<file path="config.mk">
export PLATFORM = sky130hd
export DESIGN_NAME = array_double_ended_queue
export DESIGN_NICKNAME = d
export VERILOG_FILES = /design/src/rtl/core/adeq_pkg.sv /design/src/rtl/core/adeq_seq.sv /design/src/rtl/core/adeq_dpath.sv /design/src/rtl/core/array_double_ended_queue.sv
export VERILOG_INCLUDE_DIRS = /design/src /design/src/rtl/core
export SDC_FILE = /design/constraint.sdc
export NUM_CORES = 1
export LEC_CHECK = 0
export ABC_AREA = 1
export BUFFER_PORTS_ARGS = -buffer_cell sky130_fd_sc_hd__buf_2
export CAP_MARGIN = 30
export CORE_ASPECT_RATIO = 1.4
export CORE_MARGIN = 3
export CORE_UTILIZATION = 23
export CTS_CLUSTER_SIZE = 14
export DETAILED_ROUTE_END_ITERATION = 7
export SLEW_MARGIN = 20
export SYNTH_ARGS = -nofsm -noshare
export SYNTH_HDL_FRONTEND = slang
export SYNTH_HIERARCHICAL = 1
export SYNTH_SLANG_ARGS = --single-unit
</file>
<file path="constraint.sdc">
create_clock -name clk_i -period 9 [get_ports clk_i]
set_input_delay 1.35 -clock clk_i [delete_from_list [all_inputs] [get_ports clk_i]]
set_output_delay 1.35 -clock clk_i [all_outputs]
set_load 0.01 [all_outputs]
</file>
<file path="src/rtl/core/array_double_ended_queue_defines.svh">
// ----------------------------------------------------------------------------
// array double-ended queue assertion macros
// shared assertion shorthands for the queue rtl
// ----------------------------------------------------------------------------
`ifndef ARRAY_DOUBLE_ENDED_QUEUE_DEFINES_SVH
`define ARRAY_DOUBLE_ENDED_QUEUE_DEFINES_SVH

// property checked on every clock edge outside reset
`define ADEQ_ASSERT(lbl, clk, rstn, prop, msg) \
  lbl: assert property (@(posedge clk) disable iff (!rstn) prop) else $error(msg);

// expression that must never be true outside reset
`define ADEQ_ASSERT_NEVER(lbl, clk, rstn, expr, msg) \
  lbl: assert property (@(posedge clk) disable iff (!rstn) !(expr)) else $error(msg);

`endif

</file>
<file path="src/rtl/core/adeq_pkg.sv">
// ----------------------------------------------------------------------------
// adeq_pkg
// types, codes and microcode program of the array double-ended queue
// ----------------------------------------------------------------------------
`timescale 1ns / 1ps

package adeq_pkg;

  localparam int unsigned DATA_W = 32;

  typedef enum logic [1:0] {
    OP_PUSH_BACK  = 2'd0,
    OP_PUSH_FRONT = 2'd1,
    OP_POP_FRONT  = 2'd2,
    OP_POP_BACK   = 2'd3
  } op_e;

  typedef enum logic [1:0] {
    ST_DONE  = 2'd0,
    ST_FULL  = 2'd1,
    ST_EMPTY = 2'd2
  } status_e;

  // microcode addresses
  typedef enum logic [3:0] {
    UPC_FETCH       = 4'd0,
    UPC_FULL        = 4'd1,
    UPC_EMPTY       = 4'd2,
    UPC_PUSH_INIT   = 4'd3,
    UPC_PUSH_BACK   = 4'd4,
    UPC_PUSH_FRONT  = 4'd5,
    UPC_SHIFT_PRIME = 4'd6,
    UPC_SHIFT_LOOP  = 4'd7,
    UPC_SHIFT_PUT   = 4'd8,
    UPC_POPF_RD     = 4'd9,
    UPC_POPF_FIN    = 4'd10,
    UPC_POPB_RD     = 4'd11,
    UPC_POPB_FIN    = 4'd12
  } upc_e;

  typedef enum logic [2:0] {
    RD_NONE,
    RD_FRONT,
    RD_BACK,
    RD_PTR_M2
  } rd_sel_e;

  typedef enum logic [2:0] {
    WR_NONE,
    WR_ZERO,
    WR_BACK_P1,
    WR_FRONT_M1,
    WR_PTR
  } wr_sel_e;

  typedef enum logic [2:0] {
    IDX_HOLD,
    IDX_INIT,
    IDX_BACK_INC,
    IDX_FRONT_DEC,
    IDX_POP_FRONT,
    IDX_POP_BACK,
    IDX_PTR_LOAD,
    IDX_PTR_DEC
  } idx_op_e;

  typedef enum logic [2:0] {
    RES_NONE,
    RES_DONE,
    RES_FULL,
    RES_EMPTY,
    RES_POP
  } res_e;

  typedef enum logic [1:0] {
    JMP_NEXT,
    JMP_FETCH,
    JMP_DISPATCH,
    JMP_LOOP
  } jmp_e;

  typedef struct packed {
    logic    ld_val;
    rd_sel_e rd_sel;
    wr_sel_e wr_sel;
    idx_op_e idx_op;
    res_e    res;
    jmp_e    jmp;
    upc_e    target;
  } ctrl_t;

  typedef struct packed {
    logic empty;
    logic full;
    logic front_zero;
    logic ptr_last;
  } stat_t;

  // control store
  function automatic ctrl_t ucode_rom(upc_e addr);
    ctrl_t w;
    w.ld_val = 1'b0;
    w.rd_sel = RD_NONE;
    w.wr_sel = WR_NONE;
    w.idx_op = IDX_HOLD;
    w.res    = RES_NONE;
    w.jmp    = JMP_FETCH;
    w.target = UPC_FETCH;
    case (addr)
      UPC_FETCH: begin
        w.ld_val = 1'b1;
        w.jmp    = JMP_DISPATCH;
      end
      UPC_FULL: begin
        w.res = RES_FULL;
      end
      UPC_EMPTY: begin
        w.res = RES_EMPTY;
      end
      UPC_PUSH_INIT: begin
        w.wr_sel = WR_ZERO;
        w.idx_op = IDX_INIT;
        w.res    = RES_DONE;
      end
      UPC_PUSH_BACK: begin
        w.wr_sel = WR_BACK_P1;
        w.idx_op = IDX_BACK_INC;
        w.res    = RES_DONE;
      end
      UPC_PUSH_FRONT: begin
        w.wr_sel = WR_FRONT_M1;
        w.idx_op = IDX_FRONT_DEC;
        w.res    = RES_DONE;
      end
      UPC_SHIFT_PRIME: begin
        w.rd_sel = RD_BACK;
        w.idx_op = IDX_PTR_LOAD;
        w.jmp    = JMP_NEXT;
      end
      UPC_SHIFT_LOOP: begin
        w.rd_sel = RD_PTR_M2;
        w.wr_sel = WR_PTR;
        w.idx_op = IDX_PTR_DEC;
        w.jmp    = JMP_LOOP;
        w.target = UPC_SHIFT_LOOP;
      end
      UPC_SHIFT_PUT: begin
        w.wr_sel = WR_ZERO;
        w.idx_op = IDX_BACK_INC;
        w.res    = RES_DONE;
      end
      UPC_POPF_RD: begin
        w.rd_sel = RD_FRONT;
        w.jmp    = JMP_NEXT;
      end
      UPC_POPF_FIN: begin
        w.idx_op = IDX_POP_FRONT;
        w.res    = RES_POP;
      end
      UPC_POPB_RD: begin
        w.rd_sel = RD_BACK;
        w.jmp    = JMP_NEXT;
      end
      UPC_POPB_FIN: begin
        w.idx_op = IDX_POP_BACK;
        w.res    = RES_POP;
      end
      default: begin
        w.jmp = JMP_FETCH;
      end
    endcase
    return w;
  endfunction

  // entry point of each request
  function automatic upc_e dispatch(logic [1:0] op, stat_t st);
    upc_e t;
    if (op inside {OP_PUSH_BACK, OP_PUSH_FRONT}) begin
      if (st.full) begin
        t = UPC_FULL;
      end else if (st.empty) begin
        t = UPC_PUSH_INIT;
      end else if (op == OP_PUSH_BACK) begin
        t = UPC_PUSH_BACK;
      end else if (st.front_zero) begin
        t = UPC_SHIFT_PRIME;
      end else begin
        t = UPC_PUSH_FRONT;
      end
    end else if (st.empty) begin
      t = UPC_EMPTY;
    end else if (op == OP_POP_FRONT) begin
      t = UPC_POPF_RD;
    end else begin
      t = UPC_POPB_RD;
    end
    return t;
  endfunction

endpackage

</file>
<file path="src/rtl/core/adeq_seq.sv">
// ----------------------------------------------------------------------------
// adeq_seq
// step counter, control store and jump logic of the queue sequencer
// ----------------------------------------------------------------------------
`timescale 1ns / 1ps

module adeq_seq (
  input  logic           clk_i,
  input  logic           rst_ni,
  input  logic           in_valid_i,
  input  logic [1:0]     op_i,
  input  logic           out_busy_i,
  input  adeq_pkg::stat_t stat_i,
  output logic           in_ready_o,
  output adeq_pkg::ctrl_t ctrl_o
);
  import adeq_pkg::*;

  upc_e  upc_q, upc_d;
  ctrl_t word;
  logic  go;

  always_ff @(posedge clk_i or negedge rst_ni) begin
    if (!rst_ni) begin
      upc_q <= UPC_FETCH;
    end else begin
      upc_q <= upc_d;
    end
  end

  always_comb begin
    word       = ucode_rom(upc_q);
    in_ready_o = (upc_q == UPC_FETCH);
    // a result step waits while the output register is still held
    go         = !((word.res != RES_NONE) && out_busy_i);

    ctrl_o        = word;
    ctrl_o.ld_val = word.ld_val & in_valid_i;
    if ((word.rd_sel == RD_PTR_M2) && stat_i.ptr_last) begin
      ctrl_o.rd_sel = RD_NONE;
    end
    if (!go) begin
      ctrl_o.rd_sel = RD_NONE;
      ctrl_o.wr_sel = WR_NONE;
      ctrl_o.idx_op = IDX_HOLD;
      ctrl_o.res    = RES_NONE;
    end

    upc_d = upc_q;
    if (go) begin
      case (word.jmp)
        JMP_NEXT:     upc_d = upc_e'(upc_q + 4'd1);
        JMP_FETCH:    upc_d = UPC_FETCH;
        JMP_DISPATCH: upc_d = in_valid_i ? dispatch(op_i, stat_i) : upc_q;
        JMP_LOOP:     upc_d = stat_i.ptr_last ? upc_e'(upc_q + 4'd1) : word.target;
        default:      upc_d = UPC_FETCH;
      endcase
    end
  end

endmodule

</file>
<file path="src/rtl/core/adeq_dpath.sv">
// ----------------------------------------------------------------------------
// adeq_dpath
// storage array, front and back indices, shift pointer and read register
// ----------------------------------------------------------------------------
`timescale 1ns / 1ps

module adeq_dpath #(
  parameter int unsigned DEPTH = 16
) (
  input  logic                   clk_i,
  input  logic                   rst_ni,
  input  adeq_pkg::ctrl_t        ctrl_i,
  input  logic signed [31:0]     push_value_i,
  output adeq_pkg::stat_t        stat_o,
  output logic signed [31:0]     rd_data_o,
  output logic                   empty_next_o
);
  import adeq_pkg::*;

  localparam int unsigned IW = (DEPTH > 1) ? $clog2(DEPTH) : 1;
  localparam logic [IW-1:0] LAST = IW'(DEPTH - 1);
  localparam logic [IW-1:0] ONE  = IW'(1);
  localparam logic [IW-1:0] TWO  = IW'(2);

  logic signed [DATA_W-1:0] mem_q [DEPTH];
  logic signed [DATA_W-1:0] val_q, rd_q, wr_data;
  logic [IW-1:0]            front_q, front_d, back_q, back_d, ptr_q, ptr_d;
  logic [IW-1:0]            wr_addr, rd_addr;
  logic                     empty_q, empty_d, wr_en, rd_en;

  always_ff @(posedge clk_i or negedge rst_ni) begin
    if (!rst_ni) begin
      front_q <= '0;
      back_q  <= '0;
      ptr_q   <= '0;
      empty_q <= 1'b1;
    end else begin
      front_q <= front_d;
      back_q  <= back_d;
      ptr_q   <= ptr_d;
      empty_q <= empty_d;
    end
  end

  always_ff @(posedge clk_i) begin
    if (ctrl_i.ld_val) begin
      val_q <= push_value_i;
    end
  end

  always_ff @(posedge clk_i) begin
    if (wr_en) begin
      mem_q[wr_addr] <= wr_data;
    end
  end

  always_ff @(posedge clk_i) begin
    if (rd_en) begin
      rd_q <= mem_q[rd_addr];
    end
  end

  always_comb begin
    wr_en   = 1'b1;
    wr_data = val_q;
    case (ctrl_i.wr_sel)
      WR_ZERO:     wr_addr = '0;
      WR_BACK_P1:  wr_addr = back_q + ONE;
      WR_FRONT_M1: wr_addr = front_q - ONE;
      WR_PTR: begin
        wr_addr = ptr_q;
        wr_data = rd_q;
      end
      default: begin
        wr_en   = 1'b0;
        wr_addr = '0;
      end
    endcase

    rd_en = 1'b1;
    case (ctrl_i.rd_sel)
      RD_FRONT:  rd_addr = front_q;
      RD_BACK:   rd_addr = back_q;
      RD_PTR_M2: rd_addr = ptr_q - TWO;
      default: begin
        rd_en   = 1'b0;
        rd_addr = '0;
      end
    endcase

    front_d = front_q;
    back_d  = back_q;
    ptr_d   = ptr_q;
    empty_d = empty_q;
    case (ctrl_i.idx_op)
      IDX_INIT: begin
        front_d = '0;
        back_d  = '0;
        empty_d = 1'b0;
      end
      IDX_BACK_INC:  back_d  = back_q + ONE;
      IDX_FRONT_DEC: front_d = front_q - ONE;
      IDX_POP_FRONT, IDX_POP_BACK: begin
        if (front_q == back_q) begin
          front_d = '0;
          back_d  = '0;
          empty_d = 1'b1;
        end else if (ctrl_i.idx_op == IDX_POP_FRONT) begin
          front_d = front_q + ONE;
        end else begin
          back_d = back_q - ONE;
        end
      end
      IDX_PTR_LOAD: ptr_d = back_q + ONE;
      IDX_PTR_DEC:  ptr_d = ptr_q - ONE;
      default: ;
    endcase
  end

  assign stat_o.empty      = empty_q;
  assign stat_o.full       = !empty_q && (back_q == LAST);
  assign stat_o.front_zero = (front_q == '0);
  assign stat_o.ptr_last   = (ptr_q == ONE);
  assign rd_data_o         = rd_q;
  assign empty_next_o      = empty_d;

endmodule

</file>
<file path="src/rtl/core/array_double_ended_queue.sv">
// ----------------------------------------------------------------------------
// array_double_ended_queue: deque over a linear array, microcoded control
// steps: fetch, then a result step for a push, refused push or refused pop;
//   read and finish for a pop; prime, shift loop and put for a push front at 0
// requests are taken only in fetch; a result step waits while the result is held
// reset: indices cleared and queue empty; storage is not cleared
// ----------------------------------------------------------------------------
`timescale 1ns / 1ps
`include "array_double_ended_queue_defines.svh"

module array_double_ended_queue #(
  parameter int unsigned DEPTH = 16
) (
  input  logic               clk_i,
  input  logic               rst_ni,
  // request channel
  input  logic               in_valid_i,
  output logic               in_ready_o,
  input  logic [1:0]         op_i,
  input  logic signed [31:0] push_value_i,
  // result channel
  output logic               out_valid_o,
  input  logic               out_ready_i,
  output logic signed [31:0] pop_value_o,
  output logic [1:0]         status_o,
  output logic               empty_after_o
);
  import adeq_pkg::*;

  // sequencer to datapath control word and status flags back
  ctrl_t              ctrl;
  stat_t              stat;
  logic signed [31:0] rd_data;
  logic               empty_next;

  // result register, parts the result channel from the sequencer
  logic               out_valid_q, out_valid_d;
  logic signed [31:0] pop_value_q, pop_value_d;
  logic [1:0]         status_q, status_d;
  logic               empty_after_q, empty_after_d;
  logic               out_busy;

  // a held result only blocks a new one if it is not taken this cycle
  assign out_busy = out_valid_q && !out_ready_i;

  adeq_seq u_seq (
    .clk_i      (clk_i),
    .rst_ni     (rst_ni),
    .in_valid_i (in_valid_i),
    .op_i       (op_i),
    .out_busy_i (out_busy),
    .stat_i     (stat),
    .in_ready_o (in_ready_o),
    .ctrl_o     (ctrl)
  );

  adeq_dpath #(
    .DEPTH (DEPTH)
  ) u_dpath (
    .clk_i        (clk_i),
    .rst_ni       (rst_ni),
    .ctrl_i       (ctrl),
    .push_value_i (push_value_i),
    .stat_o       (stat),
    .rd_data_o    (rd_data),
    .empty_next_o (empty_next)
  );

  // result formatting: pop data only on a successful pop, empty flag after update
  always_comb begin
    out_valid_d   = out_valid_q && !out_ready_i;
    pop_value_d   = pop_value_q;
    status_d      = status_q;
    empty_after_d = empty_after_q;
    if (ctrl.res != RES_NONE) begin
      out_valid_d   = 1'b1;
      pop_value_d   = (ctrl.res == RES_POP) ? rd_data : '0;
      empty_after_d = empty_next;
      case (ctrl.res)
        RES_FULL:  status_d = ST_FULL;
        RES_EMPTY: status_d = ST_EMPTY;
        default:   status_d = ST_DONE;
      endcase
    end
  end

  always_ff @(posedge clk_i or negedge rst_ni) begin
    if (!rst_ni) begin
      out_valid_q <= 1'b0;
    end else begin
      out_valid_q <= out_valid_d;
    end
  end

  always_ff @(posedge clk_i) begin
    pop_value_q   <= pop_value_d;
    status_q      <= status_d;
    empty_after_q <= empty_after_d;
  end

  assign out_valid_o   = out_valid_q;
  assign pop_value_o   = pop_value_q;
  assign status_o      = status_q;
  assign empty_after_o = empty_after_q;

  // an accepted request always leaves the fetch step
  `ADEQ_ASSERT(a_accept_leaves_fetch, clk_i, rst_ni, in_valid_i && in_ready_o |=> !in_ready_o, "request accepted but sequencer stayed in fetch")
  // refused requests never carry data (pushes are not checked here)
  `ADEQ_ASSERT(a_refused_no_data, clk_i, rst_ni, out_valid_o && (status_o != ST_DONE) |-> pop_value_o == '0, "refused request carries data")
  // a pop refused for empty leaves the queue empty
  `ADEQ_ASSERT(a_empty_refusal, clk_i, rst_ni, out_valid_o && (status_o == ST_EMPTY) |-> empty_after_o, "empty refusal with non-empty queue")
  // a result is never produced while the result register is held
  `ADEQ_ASSERT_NEVER(a_no_overrun, clk_i, rst_ni, out_busy && (ctrl.res != RES_NONE), "result overwrites a held result")

endmodule

</file>
==> results, run 1 <==
- The count of antenna-violating nets left after detailed routing is 0.
- The worst ir drop on vdd is 0.000158 V.
- In this run the critical register-to-register path is launched from u_seq/upc_q[0].
- The die is 425 um tall.
- The number of hold buffers added after cts is 0.
- The total setup buffers inserted after CTS is 0.
- The worst setup path is launched from a register.
- The worst setup path is of the reg -> reg kind.
- The data arrival time of the critical path is 5.72 ns.
- Data on the critical path is required at its endpoint by 9.40 ns.
- The total nets after synthesis is 2838.
- Along the worst hold path, the cell count comes to 2.
- The count of final max-slew check failures is 0.
- The die outline area is 0.130 mm2.
- The top cell types in the final layout, fill and taps aside, are sky130_fd_sc_hd__edfxtp_1, sky130_fd_sc_hd__inv_1, sky130_fd_sc_hd__nand3_1, sky130_fd_sc_hd__nand2_1, sky130_fd_sc_hd__nand4_1.
- The clock root buffer is sky130_fd_sc_hd__clkbuf_16.
- Dividing the final minimum period by the clock period gives 59.2%.
- The number of antenna violations at the first check in global routing is 7.
- The clock reaches the later pin of the worst-skew pair after 0.65 ns.
- After layout, the design draws a total of 0.00802 W.
- The number of clock sinks is 629.
- Power spread over the standard cell area amounts to 244 mW/mm2.
- The internal portion of the total power is 0.00562 W.
- The placer congestion estimate is 0.808.
- The endpoint of the worst-slack reg-to-reg timing path is u_dpath/rd_data_o[17].
- The biggest fanout along the worst timing path is 84.
- Between clock sinks in the finished design, the worst skew comes to 0.0148 ns.
- The power spent charging and discharging nets is 0.00240 W.
- During placement, the flow inserted port buffers numbering 74.
- For this design the static power due to leakage is 13.3 nW.
- For this run, the number of Yosys warnings is 6.
- The number of global-route vias before repair is 19107.
- The longest clock path from root to sink contains 3 buffers.
- Per report_power, the sequential group accounts for 49.0% of the total.
- The path class of the tightest hold or removal check is reg -> reg.
- After detailed routing, the number of remaining DRC violations is 0.
- The tool flagged a number of max-cap violations equal to 0.
- At the pin with the least slew margin, the transition time is 1.02 ns.
- Entering global routing, the biggest net connects 183 pins.
- The setup violation total in the final timing report is 0.
- The count of nets after finishing is 2839.
- Setup repair after global routing left no endpoint under its margin.
- The synthesized netlist occupies a cell area of 0.0288 mm2.
- Synthesis produced 2788 cells.
- The worst hold path terminates at out_valid_o.
- Of the total power, the share spent switching nets is 29.9%.
- The filler cells instantiated in the layout total 12829.
- After clock tree synthesis, the clock-pin slew on the worst setup and hold paths is 0.06 ns.
- The share of final-layout standard cells stronger than drive strength 1 is 9.69%.
- TritonCTS built the clock tree.
- The via count normalized by instance count is 4.49.
- The first-pass GRT wire length is 119 mm.
- The number of DRC markers in iteration 0 is 1998.
- The worst setup path is captured at a register.
- The post-layout minimum cycle time is 5.33 ns.
- The routed layout has 20051 vias.
- 75 I/O pins were placed.
- The fmax is 188 MHz.
- The routed design has 79.4 mm of wire.
- The core region is 0.124 mm2.
- The CTS H-tree depth is 2.
- The number of cells on the worst reg-to-reg path is 20.
- Counting the buffers created by CTS gives 60.
- The number of endpoints with negative hold slack in the final report was 0.
- The number of optimization iterations in the first detailed-route pass is 6.
- The run finished with clean final reports.
- The sum of negative setup slack is 0 ns.
- The number of antenna diodes in the final layout is 0.
- The clock network fraction of total power is 31.6%.
- The overall routing resource usage is 11.9%.
- The post-cts gate resize count is 0.
- The normalized max-slew margin is 32.0%.
- The part of the power in combinational logic is 19.5%.
- Summed over all layers, the global routing overflow is 0.
- Compared with the post-synthesis result, the final layout area differs by 14.2%.
- The number of rows created at floorplan is 153.
- Once the floorplan was initialized, standard cells occupied 23.2% of the core.
- In this run the most critical hold path is launched from out_valid_o.
- The die is 305 um wide.
- The detailed-placement wirelength estimate is 41.4 mm.
- The average wire per cell in the routed design is 17.8 um.
- The worst register-to-register path has a setup slack of 3.67 ns.
- A synthesized cell averages 10.3 um2.
- The most frequent standard cell in the layout excluding fill and tap cells is sky130_fd_sc_hd__edfxtp_1.
==> power groups by stage <==
stage	registers [W]	clock network, W	logic, W
final	0.00393	0.00253	0.00156
after global routing	0.00396	0.00270	0.00174
after CTS	0.00394	0.00259	0.00158
after detailed placement	0.00399	0	0.00157
after global placement	0.00399	0	0.00154
after floorplan	0.00398	0	0.000980
==> metrics by stage <==
step           area (um2)  hold slack (ns)  util (%)  setup slack, ns  cells
6_report            32900            0.529      26.5             3.67   4465
5_1_grt             32900            0.601      26.5             3.22   4465
4_1_cts             32900            0.531      26.5             3.74   4465
3_5_place_dp        30900            0.521      24.9             3.30   4354
3_3_place_gp        30900            0.507      24.9             3.09   4352
2_1_floorplan       28800            0.479         -             4.16   2788
==> flip-flops by register name, summed over array words and instances, names as in the netlist, 2 cells and up <==
signal / count
pop_value_o: 32
status_o: 2
u_dpath/back_q: 4
u_dpath/front_q: 4
u_dpath/mem_q: 512
u_dpath/ptr_q: 4
u_dpath/rd_data_o: 32
u_dpath/val_q: 32
u_seq/upc_q: 4
==> final cells by class <==
cell class / instances / area [um2] / share of cell area (%)
flip-flops and latches: 629 / 18800 / 57.2
clock buffers: 72 / 1570 / 4.77
clock inverters: 39 / 379 / 1.15
well taps: 1627 / 2040 / 6.19
multi-input cells: 1376 / 7090 / 21.6
inverters: 607 / 2280 / 6.94
repair buffers: 115 / 734 / 2.23
==> metal layers <==
metal / wire, um / global-route usage (%) / vias up
met5: 0 / 0 / -
met4: 2970 / 4.86 / 0
met3: 5220 / 1.49 / 187
met2: 39400 / 20.8 / 793
met1: 31800 / 14.9 / 9710
li1: - / - / 9361
==> how the worst max path moves through the flow <==
stage / startpoint / end / slack (ns) / cells after the start
floorplan: out_ready_i / u_dpath/rd_data_o[0] / 4.16 / 9
global placement: out_ready_i / u_dpath/rd_data_o[12] / 3.09 / 16
detailed placement: out_ready_i / u_dpath/rd_data_o[12] / 3.30 / 17
CTS: u_seq/upc_q[0] / u_dpath/rd_data_o[12] / 3.74 / 20
global route: u_seq/upc_q[0] / u_dpath/rd_data_o[31] / 3.22 / 19
finish: u_seq/upc_q[0] / u_dpath/rd_data_o[17] / 3.67 / 20
==> worst max-delay path, cell delays in order, from the launching register on <==
cell and delay, ns:
sky130_fd_sc_hd__dfrtp_1 0.43, sky130_fd_sc_hd__inv_1 0.11, sky130_fd_sc_hd__ha_1 0.27, sky130_fd_sc_hd__inv_1 0.07
sky130_fd_sc_hd__nand2_1 0.05, sky130_fd_sc_hd__nand2_1 0.11, sky130_fd_sc_hd__nand3_1 0.13, sky130_fd_sc_hd__nor2_2 0.16
sky130_fd_sc_hd__nor2_2 0.12, sky130_fd_sc_hd__nor2_1 0.26, sky130_fd_sc_hd__inv_1 0.12, sky130_fd_sc_hd__nand4_4 0.10
sky130_fd_sc_hd__buf_4 0.74, sky130_fd_sc_hd__buf_4 0.53, sky130_fd_sc_hd__buf_16 0.32, sky130_fd_sc_hd__buf_4 0.80
sky130_fd_sc_hd__nand4_1 0.20, sky130_fd_sc_hd__nand3_1 0.15, sky130_fd_sc_hd__nand3_1 0.09, sky130_fd_sc_hd__nand3_1 0.11
sky130_fd_sc_hd__nand2_1 0.07
Power figures use the tool's default switching activity.
==> run 2, diff against run 1 <==
Settings changed: ABC_AREA 1 to 0.
Clock period 9 ns to 4.8 ns, I/O delays scaled along.
==> results, run 2 <==
- The height of the chip was 403 um (was 425 um).
- The most frequent standard cell in the layout excluding fill and tap cells is sky130_fd_sc_hd__edfxtp_1 (unchanged).
- The number of antenna violations at the first check in global routing was 2 (was 7).
- The data arrival time of the critical path is 4.69 ns (was 5.72 ns).
- The average wire per cell in the routed design came to 20.6 um (was 17.8 um).
- The fmax is 230 MHz (was 188 MHz).
- The delay contributed by the slowest stage of the critical path is 0.54 ns (was 0.80 ns).
- The worst-margin pin slew came to 0.869 ns (was 1.02 ns).
- The number of standard cells in the final layout excluding fillers was 3402 (was 4465).
- The worst ir drop on vdd is 0.000330 V (was 0.000158 V).
- The horizontal die dimension came to 290 um (was 305 um).
- Status: completed (unchanged).
- The clock root buffer is sky130_fd_sc_hd__clkbuf_16 (unchanged).
- The DRC violation count after routing came to 0 (unchanged).
- The CTS H-tree depth is 2 (unchanged).
- The number of rows created at floorplan is 145 (was 153).
- The number of endpoints with negative hold slack in the final report was 0 (unchanged).
- The yosys synthesis warning count is 6 (unchanged).
- The total setup buffers inserted after CTS came to 0 (unchanged).
- Critical-path cell list: ha_1, or4_4, a21oi_4, nor2_1, nor2_1, and2b_1, a32o_4, buf_12, buf_4, a31oi_1, a21boi_0, a2bb2oi_1, o211ai_1 (was inv_1, ha_1, inv_1, nand2_1, nand2_1, nand3_1, nor2_2, nor2_2, nor2_1, inv_1, nand4_4, buf_4, buf_4, buf_16, buf_4, nand4_1, nand3_1, nand3_1, nand3_1, nand2_1).
- The total nets after synthesis is 1883 (was 2838).
- The master of the slowest instance on the critical path is sky130_fd_sc_hd__or4_4 (was sky130_fd_sc_hd__buf_4).
- The normalized max-slew margin is 41.9% (was 32.0%).
- The via count is 15831 (was 20051).
- The number of DRC markers in iteration 0 is 1156 (was 1998).
- The startpoint kind of the worst setup timing path is a register (unchanged).
- The number of maximum-capacitance constraint violations is 0 (unchanged).
- The overall routing resource usage is 11.8% (was 11.9%).
- The largest net degree at the start of global routing was 82 (was 183).
- The mean instance size in the synthesized netlist is 14.1 um2 (was 10.3 um2).
- The count of final max-slew check failures was 0 (unchanged).
- The starting density of the core is 23.2% (about the same).
- The via count normalized by instance count is 4.65 (was 4.49).
- The post-synthesis instance area is 0.0259 mm2 (was 0.0288 mm2).
- The leftover overflow at the end of global routing came to 0 (unchanged).
- The total clock buffers created by CTS is 56 (was 60).
- The startpoint-to-endpoint class of the critical path was reg -> reg (unchanged).
- The number of global-route vias before repair is 16114 (was 19107).
- The number of clock sinks was 629 (unchanged).
- The leakage power figure is 9.92 nW (was 13.3 nW).
- RSZ-0062 raised after global routing: no (unchanged).
- The number of instances in the synthesized netlist is 1833 (was 2788).
- The worst hold path class was in -> async (was reg -> reg).
- The sum of routed wire length over all layers is 70.2 mm (was 79.4 mm).
- The layout overhead on the synthesized area is 16.2% (was 14.2%).
- The clock tree from TritonCTS is done (unchanged).
- The boundary pin count is 75 (unchanged).
- The clock network latency to the later pin of the worst-skew pair is 0.61 ns (was 0.65 ns).
- The placer congestion estimate is 0.801 (was 0.808).
- The clock input transition at the sequential cells of the worst setup and hold paths is 0.07 ns (was 0.06 ns).
- The setup violation total in the final timing report is 0 (unchanged).
- The port buffer count is 74 (unchanged).
- The power density over cell area is 540 mW/mm2 (was 244 mW/mm2).
- The post-cts gate resize count came to 0 (unchanged).
- The flip-flop count of the largest register, all copies and words added is 512 (unchanged).
- Most frequent cells in the layout: sky130_fd_sc_hd__edfxtp_1, sky130_fd_sc_hd__nand2_1, sky130_fd_sc_hd__a21oi_1, sky130_fd_sc_hd__buf_2, sky130_fd_sc_hd__a31oi_1 (was sky130_fd_sc_hd__edfxtp_1, sky130_fd_sc_hd__inv_1, sky130_fd_sc_hd__nand3_1, sky130_fd_sc_hd__nand2_1, sky130_fd_sc_hd__nand4_1).
- The final critical-path share of the clock period is 90.5% (was 59.2%).
- The cell type group with the largest total delay on the critical path is simple AND/OR/NAND/NOR gates (was buffers and inverters).
- The register name with the most flops was u_dpath/mem_q (unchanged).
- The die outline area is 0.117 mm2 (was 0.130 mm2).
- The count of placed standard cells including taps came to 3310 (was 4354).
- The type of destination of the critical path is a register (unchanged).
- The count of antenna-violating nets left after detailed routing is 0 (unchanged).
- The filler cell count in the final layout is 11285 (was 12829).
- The required arrival time at the worst endpoint came to 5.14 ns (was 9.40 ns).
- The clock tree buffer depth was 3 (unchanged).
- The number of hold buffers added after cts is 0 (unchanged).
- The post-layout minimum cycle time is 4.34 ns (was 5.33 ns).
- The cell type with the highest occurrence count on the critical path is sky130_fd_sc_hd__nor2_1 (was sky130_fd_sc_hd__nand3_1).
- The share of final-layout standard cells stronger than drive strength 1 is 15.0% (was 9.69%).
- The core area is 0.112 mm2 (was 0.124 mm2).
- The number of optimization iterations in the first detailed-route pass is 6 (unchanged).
- The first-pass GRT wire length is 105 mm (was 119 mm).
- The number of buffer and inverter instances along the worst setup path is 2 (was 7).
- The detailed-placement wirelength estimate came to 40.5 mm (was 41.4 mm).
- The final setup skew is 0.0201 ns (was 0.0148 ns).
- The sum of negative setup slack was 0 ns (unchanged).
- The biggest fanout along the worst timing path is 40 (was 84).
- The count of nets after finishing is 1949 (was 2839).
run 2: changes by cell type in the layout (fill, tap and decap cells not counted), sizes merged, moves of 34 or more:
cell,change
a21oi,+75
nand4,-257
nand3,-439
a32o,+34
inv,-586
nor2,-41
o211ai,+34
a31oi,+67
nand2,-116
run 2: per-stage QoR:
stage	utilization, %	cell area, um2	power [W]	setup WS, ns	hold slack (ns)
2_1_floorplan	-	25900	0.0104	0.373	0.424
3_3_place_gp	25.5	28400	0.0121	0.652	0.508
3_5_place_dp	25.5	28400	0.0121	0.504	0.524
4_1_cts	27.0	30100	0.0164	0.485	0.0644
5_1_grt	27.0	30100	0.0171	0.178	0.0917
6_report	27.0	30100	0.0162	0.457	0.0624
run 2: layer usage:
layer	global-route usage (%)	routed length (um)	share of wire [%]	vias up
li1	-	-	-	7134
met1	14.4	28500	41	8077
met2	21.5	36400	52	481
met3	0.967	2830	4.0	139
met4	4.35	2400	3.4	0
met5	0	0	0	-
run 2: report_power, final:
part	total, W	internal [W]	leakage, nW	switching, W
Combinational	0.00439	0.00141	3.33	0.00298
Sequential	0.00756	0.00723	5.78	0.000333
Clock	0.00430	0.00232	0.802	0.00198
Total	0.0162	0.0110	9.92	0.00529
run 2: path summary, 6_finish.rpt:
check	endpoint	slack, ns	startpoint	cells after the start
setup reg to reg	u_dpath/rd_data_o[0]	0.46	u_seq/upc_q[0]	13
min in group clk_i	u_dpath/val_q[2]	0.29	push_value_i[2]	1
max in group asynchronous	u_dpath/empty_q	4.39	rst_ni	1
setup / recovery	u_dpath/rd_data_o[0]	0.46	u_seq/upc_q[0]	13
hold / removal	u_dpath/back_q[0]	0.06	rst_ni	1
hold reg to reg	u_dpath/empty_q	0.54	u_dpath/empty_q	2
run 2: cell type report:
type | count | area (um2) | share of cell area, %
Antenna cell | 1 | 2.50 | 0.00832
Clock buffer | 66 | 1460 | 4.85
Clock inverter | 24 | 215 | 0.715
Inverter | 20 | 75.1 | 0.250
Multi-Input combinational cell | 1054 | 6550 | 21.8
Sequential cell | 629 | 18800 | 62.5
Tap cell | 1470 | 1840 | 6.11
Timing Repair Buffer | 138 | 1140 | 3.79
